<file path="src/button_long_double_press_detector_macros.svh">
// Assertion macros for the button long/double press detector.
// Included by the RTL modules that carry concurrent checks; no other dependencies.
`ifndef BUTTON_LONG_DOUBLE_PRESS_DETECTOR_MACROS_SVH
`define BUTTON_LONG_DOUBLE_PRESS_DETECTOR_MACROS_SVH

// Implication check, sampled on the rising clock, off while reset is held
`define BLDP_ASSERT(label, clk, rst_n, prop, msg) \
  label: assert property (@(posedge clk) disable iff (!rst_n) prop) else $error(msg);

// Condition that must never be true on a sampled clock edge
`define BLDP_NEVER(label, clk, rst_n, cond, msg) \
  label: assert property (@(posedge clk) disable iff (!rst_n) !(cond)) else $error(msg);

`endif

</file>
<file path="src/bldp_pkg.sv">
// Shared types and constants for the button long/double press detector.
// Used by bldp_core, bldp_out_buf and the top level; no dependencies.
`default_nettype none

package bldp_pkg;

  // Counter width default and register widths
  localparam int unsigned CNT_BITS_DEF = 16;
  localparam int unsigned CFG_DATA_W   = 16;
  localparam int unsigned CFG_ADDR_W   = 4;
  localparam int unsigned IN_TDATA_W   = 8;
  localparam int unsigned OUT_TDATA_W  = 8;

  // Register reset values
  localparam logic [CFG_DATA_W-1:0] LONG_PRESS_RST    = 16'd800;
  localparam logic [CFG_DATA_W-1:0] DOUBLE_WINDOW_RST = 16'd500;

  // Register indexes on the config port
  typedef enum logic [CFG_ADDR_W-1:0] {
    CFG_LONG_PRESS    = 4'd0,
    CFG_DOUBLE_WINDOW = 4'd1
  } cfg_reg_t;

  // One result item: event flags, long press in the low bit
  typedef struct packed {
    logic double_ev;
    logic long_ev;
  } bldp_evt_t;

endpackage

`default_nettype wire

</file>
<file path="src/button_long_double_press_detector.sv">
// Button long/double press detector: one button sample per item in, one event item out.
// Sample channel in_*, result channel out_*, register writes on cfg_*.
// The result item carries long_press_event (tdata bit 0) and double_press_event (bit 1);
// the sample item carries button_level in in_tdata bit 0 (0 = pressed).
// Registers: index 0 long press threshold (reset 800), index 1 double press window
// (reset 500), both 16 bit; writes to other indexes are ignored. cfg_ready is always high.
// Throughput: one item per clock while in_tready is high. The decision is a single pass
// of logic from the timing registers to the result register, which drives out_tvalid.
// Every sample gives exactly one result item, in order.
// When the receiver stalls, the result register and a one-deep skid stage hold up to two
// items; in_tready drops only once both are full and rises again as soon as one is taken.
// Reset (rst_n low, synchronous) empties the buffer, restores the register defaults and
// returns the timing state to button released, no press timed and no wait armed.
// COUNTER_BITS sets the width of the saturating hold and gap counters.
`default_nettype none

module button_long_double_press_detector
  import bldp_pkg::*;
#(
  parameter int unsigned COUNTER_BITS = CNT_BITS_DEF
) (
  input  wire logic                   clk,
  input  wire logic                   rst_n,
  // Register write port
  input  wire logic                   cfg_valid,
  output logic                        cfg_ready,
  input  wire logic [CFG_ADDR_W-1:0]  cfg_addr,
  input  wire logic [CFG_DATA_W-1:0]  cfg_wdata,
  // Sample channel
  input  wire logic                   in_tvalid,
  output logic                        in_tready,
  input  wire logic [IN_TDATA_W-1:0]  in_tdata,   // [0] button_level, [7:1] zero
  // Result channel
  output logic                        out_tvalid,
  input  wire logic                   out_tready,
  output logic [OUT_TDATA_W-1:0]      out_tdata   // [0] long_press_event,
                                                  // [1] double_press_event, [7:2] zero
);

  logic      in_acc, can_push;
  bldp_evt_t evt, out_evt;

  assign cfg_ready = 1'b1;
  assign in_tready = can_push;
  assign in_acc    = in_tvalid && can_push;

  bldp_core #(
    .COUNTER_BITS(COUNTER_BITS)
  ) u_core (
    .clk       (clk),
    .rst_n     (rst_n),
    .cfg_wr    (cfg_valid),
    .cfg_addr  (cfg_addr),
    .cfg_wdata (cfg_wdata),
    .in_acc    (in_acc),
    .level     (in_tdata[0]),
    .evt       (evt)
  );

  bldp_out_buf u_out_buf (
    .clk       (clk),
    .rst_n     (rst_n),
    .push      (in_acc),
    .push_evt  (evt),
    .can_push  (can_push),
    .out_valid (out_tvalid),
    .out_ready (out_tready),
    .out_evt   (out_evt)
  );

  // Pack result fields, low bit first
  assign out_tdata = {{(OUT_TDATA_W - 2){1'b0}}, out_evt.double_ev, out_evt.long_ev};

  // Upper sample bits carry nothing
  logic unused_in;
  assign unused_in = ^in_tdata[IN_TDATA_W-1:1];

endmodule

`default_nettype wire

</file>
<file path="src/bldp_core.sv">
// Press timing state, config registers and per-sample event decision.
// Depends on bldp_pkg and the assertion macro header.
`default_nettype none
`include "button_long_double_press_detector_macros.svh"

module bldp_core
  import bldp_pkg::*;
#(
  parameter int unsigned COUNTER_BITS = CNT_BITS_DEF
) (
  input  wire logic                  clk,
  input  wire logic                  rst_n,
  input  wire logic                  cfg_wr,
  input  wire logic [CFG_ADDR_W-1:0] cfg_addr,
  input  wire logic [CFG_DATA_W-1:0] cfg_wdata,
  input  wire logic                  in_acc,
  input  wire logic                  level,
  output bldp_evt_t                  evt
);

  localparam int unsigned CMP_W = (COUNTER_BITS > CFG_DATA_W) ? COUNTER_BITS : CFG_DATA_W;

  logic [CFG_DATA_W-1:0]   long_thr_r, win_thr_r;
  logic                    prev_level_r, press_r, await_r;
  logic [COUNTER_BITS-1:0] hold_r, gap_r;

  logic                    prev_level_nxt, press_nxt, await_nxt;
  logic [COUNTER_BITS-1:0] hold_nxt, gap_nxt;
  logic                    falling, release_ev;
  logic                    hold_long, gap_ok;
  cfg_reg_t                cfg_sel;

  assign cfg_sel = cfg_reg_t'(cfg_addr);

  // Config registers; unknown indexes are dropped
  always_ff @(posedge clk) begin
    if (!rst_n) begin
      long_thr_r <= LONG_PRESS_RST;
      win_thr_r  <= DOUBLE_WINDOW_RST;
    end else if (cfg_wr) begin
      unique case (cfg_sel)
        CFG_LONG_PRESS:    long_thr_r <= cfg_wdata;
        CFG_DOUBLE_WINDOW: win_thr_r  <= cfg_wdata;
        default: ;
      endcase
    end
  end

  // Per-sample update: saturating counters, edge detect, release decision
  always_comb begin
    gap_nxt   = gap_r;
    hold_nxt  = hold_r;
    press_nxt = press_r;
    await_nxt = await_r;
    evt       = '0;

    if (await_r && (gap_r != '1)) gap_nxt = gap_r + 1'b1;

    falling = !level && prev_level_r;
    if (falling) begin
      hold_nxt  = '0;
      press_nxt = 1'b1;
    end else if (press_r && (hold_r != '1)) begin
      hold_nxt = hold_r + 1'b1;
    end

    release_ev = level && !prev_level_r && press_nxt;
    hold_long  = CMP_W'(hold_nxt) > CMP_W'(long_thr_r);
    gap_ok     = CMP_W'(gap_nxt) <= CMP_W'(win_thr_r);

    if (release_ev) begin
      press_nxt = 1'b0;
      priority if (hold_long) begin
        evt.long_ev = 1'b1;
      end else if (!await_r) begin
        gap_nxt   = '0;
        await_nxt = 1'b1;
      end else if (gap_ok) begin
        evt.double_ev = 1'b1;
        await_nxt     = 1'b0;
      end
    end else if (await_r && !gap_ok) begin
      // window expired with no second release
      await_nxt = 1'b0;
    end

    prev_level_nxt = level;
  end

  // State registers, advanced once per accepted sample
  always_ff @(posedge clk) begin
    if (!rst_n) begin
      prev_level_r <= 1'b1;
      press_r      <= 1'b0;
      await_r      <= 1'b0;
      hold_r       <= '0;
      gap_r        <= '0;
    end else if (in_acc) begin
      prev_level_r <= prev_level_nxt;
      press_r      <= press_nxt;
      await_r      <= await_nxt;
      hold_r       <= hold_nxt;
      gap_r        <= gap_nxt;
    end
  end

  // Checks
  `BLDP_NEVER(a_one_event, clk, rst_n, evt.long_ev && evt.double_ev,
              "long and double press flagged together")
  `BLDP_ASSERT(a_arm_on_sample, clk, rst_n, $rose(await_r) |-> $past(in_acc),
               "double-press wait armed without a sample")
  `BLDP_ASSERT(a_dbl_needs_arm, clk, rst_n, (in_acc && evt.double_ev) |-> await_r,
               "double press without an armed wait")
  `BLDP_ASSERT(a_press_clears, clk, rst_n, (in_acc && release_ev) |=> !press_r,
               "press still timed after release")

endmodule

`default_nettype wire

</file>
<file path="src/bldp_out_buf.sv">
// Two-entry output buffer (result register plus skid stage) for event items.
// Depends on bldp_pkg and the assertion macro header.
`default_nettype none
`include "button_long_double_press_detector_macros.svh"

module bldp_out_buf
  import bldp_pkg::*;
(
  input  wire logic clk,
  input  wire logic rst_n,
  input  wire logic push,
  input  bldp_evt_t push_evt,
  output logic      can_push,
  output logic      out_valid,
  input  wire logic out_ready,
  output bldp_evt_t out_evt
);

  logic      main_v_r, skid_v_r;
  bldp_evt_t main_d_r, skid_d_r;
  logic      pop;

  assign can_push  = !skid_v_r;
  assign pop       = main_v_r && out_ready;
  assign out_valid = main_v_r;
  assign out_evt   = main_d_r;

  // Valid flags
  always_ff @(posedge clk) begin
    if (!rst_n) begin
      main_v_r <= 1'b0;
      skid_v_r <= 1'b0;
    end else if (skid_v_r) begin
      if (pop) skid_v_r <= 1'b0;
    end else if (push) begin
      if (main_v_r && !pop) skid_v_r <= 1'b1;
      else                  main_v_r <= 1'b1;
    end else if (pop) begin
      main_v_r <= 1'b0;
    end
  end

  // Payload, no reset needed
  always_ff @(posedge clk) begin
    if (skid_v_r) begin
      if (pop) main_d_r <= skid_d_r;
    end else if (push) begin
      if (main_v_r && !pop) skid_d_r <= push_evt;
      else                  main_d_r <= push_evt;
    end
  end

  // Checks
  `BLDP_NEVER(a_skid_order, clk, rst_n, skid_v_r && !main_v_r,
              "skid stage holds an item while result register is empty")
  `BLDP_ASSERT(a_no_overrun, clk, rst_n, (skid_v_r && !pop) |=> skid_v_r && !can_push,
               "skid stage dropped an item")

endmodule

`default_nettype wire
</file>
<file path="config.mk">
export PLATFORM = sky130hd
export DESIGN_NAME = button_long_double_press_detector
export DESIGN_NICKNAME = d
export VERILOG_FILES = /design/src/bldp_pkg.sv /design/src/button_long_double_press_detector.sv /design/src/bldp_core.sv /design/src/bldp_out_buf.sv
export VERILOG_INCLUDE_DIRS = /design/src /design/src/src
export SDC_FILE = /design/constraint.sdc
export NUM_CORES = 1
export LEC_CHECK = 0
export ABC_AREA = 1
export ABC_CLOCK_PERIOD_IN_PS = 2990
export BUFFER_PORTS_ARGS = -buffer_cell sky130_fd_sc_hd__buf_2
export CORE_AREA = 2 2 105 107
export CTS_CLUSTER_SIZE = 28
export DETAILED_ROUTE_END_ITERATION = 8
export DIE_AREA = 0 0 107 109
export SLEW_MARGIN = 25
export SYNTH_ARGS = -nofsm -noshare
export SYNTH_HDL_FRONTEND = slang
export SYNTH_SLANG_ARGS = --single-unit
</file>
<file path="constraint.sdc">
create_clock -name clk -period 2.99 [get_ports clk]
set_input_delay 0.299 -clock clk [delete_from_list [all_inputs] [get_ports clk]]
set_output_delay 0.299 -clock clk [all_outputs]
set_load 0.02 [all_outputs]
</file>
### Yosys cells after proc, flatten, opt, wreduce, memory -nomap -nowiden

Index checks and enable logic that the tools add are counted.

* add/subtract/negate cells: 2
* order comparisons: 2
* eq/ne operators: 7
* multiplexer cells: 29
* bitwise gates (word level): 1
* reductions and logical operators: 24

Operator list (number)
* 16-bit 2-to-1 mux: 6
* 16-bit by 1-bit adder with 16-bit output (second input constant): 2
* 16-bit != test (second input constant): 2
* 1-bit 2-to-1 mux: 18
* 16-bit greater-than comparator: 1
* 16-bit less-or-equal comparator: 1
* 3-bit AND reduction: 4
* 2-bit 2-to-1 mux: 5
* 1-bit logical AND: 9
* 2-bit != test (second input constant): 3
* 2-bit nonzero test: 3
* 1-bit logical NOT: 5
* 4-bit by 1-bit equality test with 1-bit output (second input constant): 1
* 4-bit logical NOT: 1
* 2-bit AND reduction: 2
* 2-bit by 1-bit != test with 1-bit output (second input constant): 1
* 1-bit inverter: 1

* flip-flop bits (word level): 73
* input port bits: 33
* output and inout bits: 11
* logic and storage cells: 78

### Longest topological paths before layout

* word-level depth: 11
* mapped depth: 27
* gate-level depth less buffers: 26

### Hierarchy

Synthesis repeated with hierarchy kept, for this count alone.

* cells, all modules: 715
* area, all modules: 4784.6 sq um

By module, submodules not included
* bldp_core: instances 1, cells an instance 673, area each 4454.3 sq um, sequential area each 1341.3 sq um
* bldp_out_buf: instances 1, cells an instance 31, area each 262.8 sq um, sequential area each 160.2 sq um
* button_long_double_press_detector: instances 1, cells an instance 11, area each 67.6 sq um, sequential area each 0.0 sq um

### Least setup slack after synthesis

Ideal clock, no wire load.

* path type: register to register
* start point: register u_core.hold_r[0]
* end point: register u_core.gap_r[3]
* library setup time: 132 ps
* data arrival time: 2639 ps
* data required time: 2858 ps
* slack: 218 ps
* cell stages (with the launch flop): 26
* buffers on the path: 2
* period minus slack after synthesis: 2772 ps
* path through: dfxtp_1 -> ha_1 -> nand3_1 -> inv_1 -> nand2_2 -> inv_2 -> nand2_2 -> nand2_2 -> buf_6 -> nor2_2 -> or3_4 -> inv_1 -> ha_1 -> nand2_1 -> nand2_1 -> nand2_1 -> nand2_1 -> nand2_1 -> nand2_1 -> nand2_1 -> nand2_1 -> nand2_1 -> nand3_1 -> buf_2 -> nand3_1 -> a21oi_1

* word-level cells in the longest chain between the ends: 7
* elaborated cells on any way between the ends: 8
* those cells by class: 1 x add/sub; 1 x order compare; 1 x eq/ne; 4 x mux; 1 x reduce/logical

Ends and longest elaborated chain
* start, declared: line bldp_core.sv:25 `logic [COUNTER_BITS-1:0] hold_r, gap_r;`
* start signal, assigned: line bldp_core.sv:102 `hold_r <= hold_nxt;`
* parallel branches: the longest is 2 deep, another holds 16-bit by 1-bit adder with 16-bit output
* 16-bit 2-to-1 mux *: line bldp_core.sv:63 `end else if (press_r && (hold_r != '1)) begin`
* 16-bit 2-to-1 mux *: line bldp_core.sv:60 `if (falling) begin`
* net u_core.hold_nxt[1]: line bldp_core.sv:28 `logic [COUNTER_BITS-1:0] hold_nxt, gap_nxt;`
* 16-bit greater-than comparator *: line bldp_core.sv:68 `hold_long = CMP_W'(hold_nxt) > CMP_W'(long_thr_r);`
* 16-bit 2-to-1 mux *: line bldp_core.sv:73 `priority if (hold_long) begin`
* 16-bit 2-to-1 mux *: line bldp_core.sv:71 `if (release_ev) begin`
* end signal, assigned: line bldp_core.sv:103 `gap_r <= gap_nxt;`
* end, declared: line bldp_core.sv:25

Mark *: on every way through the listed nets, which the timed path passes.
A chain may end at the register's enable or synchronous reset.

### Worst setup path in the final report

* start point: register u_core.hold_r[0]
* end point: register u_core.gap_r[9]

The elaborated chain is that of the path after synthesis.

==> impl_results.md <==
* Gpl congestion at 0.868
* Post-Route Skew at 0.00944 ns
* Sequential fraction of the synthesis area at 32.3%
* Number of nets in the final layout at 840
* FF-to-FF path depth at 26
* Cell leakage power at 0.00271 uW
* Number of storage elements in the synthesis netlist at 73
* Count of synthesis-stage warnings from yosys at 0
* Root Buffer Master: sky130_fd_sc_hd__clkbuf_8
* Highest attainable clock frequency at 343 MHz
* Filler instances at 1061
* Highest net fanout along the worst path at 8
* Critical path required time at 3.17 ns
* Synth cell types at 32
* Instance count along the most critical hold path at 3
* Outcome: complete, no violations
* Post-Syn Area per Cell at 6.62 um2
* Overall die height at 109 um
* Number of diodes added for antenna fixing at 0
* Standard-cell row count at 38
* Final worst setup slack at 0.0742 ns
* Fraction of layout cells with a size suffix above 1 at 23.7%
* Cts hold-fix bufs at 0
* CTS clock-pin slew for the worst setup and hold paths at 0.07 ns
* Filler-free cell count of the finished design at 917
* Depth of the CTS H-tree at 3
* Clock tree sinks at 73
* Placeable core region at 10600 um2
* Leading post-synthesis cells by cell area: sky130_fd_sc_hd__dfxtp_1 (30%), sky130_fd_sc_hd__nand2_1 (13%), sky130_fd_sc_hd__inv_1 (9.5%)
* Instance area after placement at 5110 um2
* Most frequently used cell type in the post-synthesis netlist: sky130_fd_sc_hd__nand2_1
* Tcrit/Tclk final at 97.5%
* Dpl ws at -0.181 ns
* Worst IR drop on VDD at 0.210 mV
* First-iteration detailed-routing DRC count at 203
* Detailed-route DRC error count at 0
* Worst slew pin tran at 0.993 ns
* WS Path Type: reg2reg
* Tightest hold margin at 0.200 ns
* Number of global-route vias before repair at 4445
* Count of input and output buffers at 29
* Top cells by count, synth: sky130_fd_sc_hd__nand2_1 (166), sky130_fd_sc_hd__inv_1 (117), sky130_fd_sc_hd__a21oi_1 (73)
* Post-synthesis async set-or-reset flop share at 0%
* Number of enable flip-flop cells after synthesis at 4
* Die footprint at 11700 um2
* First-pass GRT wire length at 20100 um
* Inserted Clock Buffers at 9
* Clock Path Buffers at 2
* HPWL Detailed at 8620 um
* Critical Path Sink Type: flop
* Critical path launch point type: flop
* DR pass1 iterations at 4
* Share of the synthesized area in the top cell type at 29.8%
* Via count at 4560
* Largest net degree at the start of global routing at 47
* Placed insts at 883
* Clock tree from TritonCTS: built
* Total detailed-routing wirelength at 12100 um
* Wire per inst at 13.2 um
* Final antenna-violating net count at 0
* Final design instance area without fill at 5840 um2
* Slew Viols, Final at 0
* Crit path arrival time at 3.09 ns
* RSZ-0062 raised after global routing: true
* Combined area of all synthesized cells at 4640 um2
* Relative slew slack at 33.7%
* Initial cell density of the core at 43.8%
* Time the final worst path needs with I/O delays and setup at 2.92 ns
* Chip Width at 107 um
* Antenna violations before repair at 0
* Cell taking the most area after synthesis: sky130_fd_sc_hd__dfxtp_1
* Routed via count divided by cell count at 4.97
* Clock insertion delay at the later pin of the skew report at 0.34 ns
* Ports placed on the boundary at 44
* Remaining Overflow, GRT at 0
* Class of the most critical hold timing path: in2reg
* Synthesized instance count at 701
* Max_cap viols at 0
* Synth-to-Final Area Change at 25.7%
* Final setup viols at 0
* Most used flip-flop cell after synthesis: sky130_fd_sc_hd__dfxtp_1
* GRT Util Overall at 21.8%
* Final number of hold-violating endpoints at 0
* Power density cells at 368 nW/um2
==> critical path: stages (launching register included) <==
cell and delay [ns]:
sky130_fd_sc_hd__dfxtp_2 0.34, sky130_fd_sc_hd__ha_4 0.16, sky130_fd_sc_hd__nand3_2 0.07, sky130_fd_sc_hd__inv_2 0.04, sky130_fd_sc_hd__nand2_2 0.06, sky130_fd_sc_hd__inv_2 0.05
sky130_fd_sc_hd__nand2_4 0.08, sky130_fd_sc_hd__nand2_8 0.07, sky130_fd_sc_hd__clkinvlp_4 0.14, sky130_fd_sc_hd__buf_12 0.12, sky130_fd_sc_hd__nor2_2 0.03, sky130_fd_sc_hd__or3_4 0.34
sky130_fd_sc_hd__inv_4 0.07, sky130_fd_sc_hd__ha_4 0.19, sky130_fd_sc_hd__nand2_2 0.06, sky130_fd_sc_hd__nand2_1 0.04, sky130_fd_sc_hd__nand2_1 0.05, sky130_fd_sc_hd__nand2_1 0.05
sky130_fd_sc_hd__nand2_1 0.06, sky130_fd_sc_hd__nand2_1 0.05, sky130_fd_sc_hd__nand2_1 0.09, sky130_fd_sc_hd__nand2_2 0.09, sky130_fd_sc_hd__nand2_4 0.09, sky130_fd_sc_hd__nand3_4 0.09
sky130_fd_sc_hd__buf_8 0.17, sky130_fd_sc_hd__nand3_2 0.07, sky130_fd_sc_hd__a21oi_1 0.06
==> flip-flops by register name, indices dropped and copies added, names as in the netlist <==
register and count:
u_core.press_r 1, u_out_buf.out_valid 1, u_core.prev_level_r 1, u_out_buf.out_evt 2, u_core.long_thr_r 16, u_core.await_r 1, u_core.win_thr_r 16, u_out_buf.skid_v_r 1
u_core.hold_r 16, u_core.gap_r 16, u_out_buf.skid_d_r 2
==> cells by family after synthesis <==
| family | count (synthesis) | share of synthesized area [%] |
|---|---|---|
| XOR/XNOR | 15 | 2.83 |
| AO/OA/AOI/OAI | 144 | 16.3 |
| AND/OR/NAND/NOR | 281 | 25.7 |
| adder cells (fa/ha/maj) | 34 | 9.16 |
| buffers and inverters | 152 | 13.5 |
| other | 2 | 0.162 |
| flip-flops | 73 | 32.3 |
==> stage by stage <==
step           setup TNS [ns]  power, uW  util (%)
2_1_floorplan               0       1250         -
3_3_place_gp            -1.77       1340      48.2
3_5_place_dp            -2.89       1350      48.2
4_1_cts                -0.145       2110      51.2
5_1_grt                 -2.15       2260      55.0
6_report                    0       2140      55.0
==> report_power, final <==
group / internal (uW) / leakage (uW) / total (uW) / switching, uW
combinational: 150 / 0.00202 / 371 / 222
sequential: 1010 / 0.000598 / 1040 / 22.5
clock: 378 / 0.0000929 / 738 / 361
==> cells in the final DEF (no fill, tap or decap), types with 9 or more instances in the layout <==
cell type	synthesis	layout
sky130_fd_sc_hd__nor2_2	4	10
sky130_fd_sc_hd__ha_1	34	27
sky130_fd_sc_hd__dfxtp_1	69	66
sky130_fd_sc_hd__nor2_1	34	26
sky130_fd_sc_hd__nand2_1	166	154
sky130_fd_sc_hd__inv_1	117	109
sky130_fd_sc_hd__xor2_1	12	12
sky130_fd_sc_hd__a21oi_2	1	9
sky130_fd_sc_hd__nand2_2	6	12
sky130_fd_sc_hd__a21oi_1	73	65
sky130_fd_sc_hd__clkbuf_8	0	9
sky130_fd_sc_hd__o21ai_0	58	53
sky130_fd_sc_hd__nor3_1	14	11
sky130_fd_sc_hd__nand3_1	45	28
sky130_fd_sc_hd__buf_4	8	50
sky130_fd_sc_hd__inv_2	4	10
sky130_fd_sc_hd__buf_2	3	29
sky130_fd_sc_hd__nand3_2	0	14
==> metal layers <==
| layer | share of wire (%) | wire [um] | global-route usage, % | vias up |
|---|---|---|---|---|
| met5 | 0 | 0 | 0 | - |
| met4 | 1.0 | 124 | 6.12 | 0 |
| met3 | 3.3 | 401 | 4.30 | 10 |
| met2 | 51 | 6180 | 39.2 | 83 |
| met1 | 45 | 5430 | 26.4 | 2090 |
| li1 | - | - | - | 2377 |
==> layout make-up <==
class / instances / area [um2] / share of cell area (%)
clock buffers: 11 / 131 / 2.25
clock inverters: 4 / 45.0 / 0.772
inverters: 121 / 460 / 7.89
flip-flops and latches: 73 / 1510 / 25.8
multi-input cells: 481 / 2880 / 49.3
repair buffers: 86 / 633 / 10.8
well taps: 140 / 175 / 3.00
repair inverters: 1 / 7.51 / 0.129
==> timing repair <==
| action | CTS | global route |
|---|---|---|
| gates cloned | 2 | 1 |
| endpoints found under the setup margin | 21 | 21 |
| hold endpoints to repair | 0 | 0 |
| pin swaps | 13 | 31 |
| gates resized for setup | 22 | 74 |
| setup buffers | 7 | 9 |
==> path summary, 6_finish.rpt <==
kind                                    startpoint                               end  slack, ns
setup / recovery     u_core.hold_r[0]$_SDFFE_PN0P_      u_core.gap_r[9]$_SDFFE_PN0P_       0.07
hold / removal                        cfg_wdata[2]  u_core.win_thr_r[2]$_SDFFE_PN1P_       0.20
setup reg to reg     u_core.hold_r[0]$_SDFFE_PN0P_      u_core.gap_r[9]$_SDFFE_PN0P_       0.07
hold reg to reg   u_core.win_thr_r[9]$_SDFFE_PN0P_  u_core.win_thr_r[9]$_SDFFE_PN0P_       0.46
No activity file was read; power rests on OpenSTA's default activity.
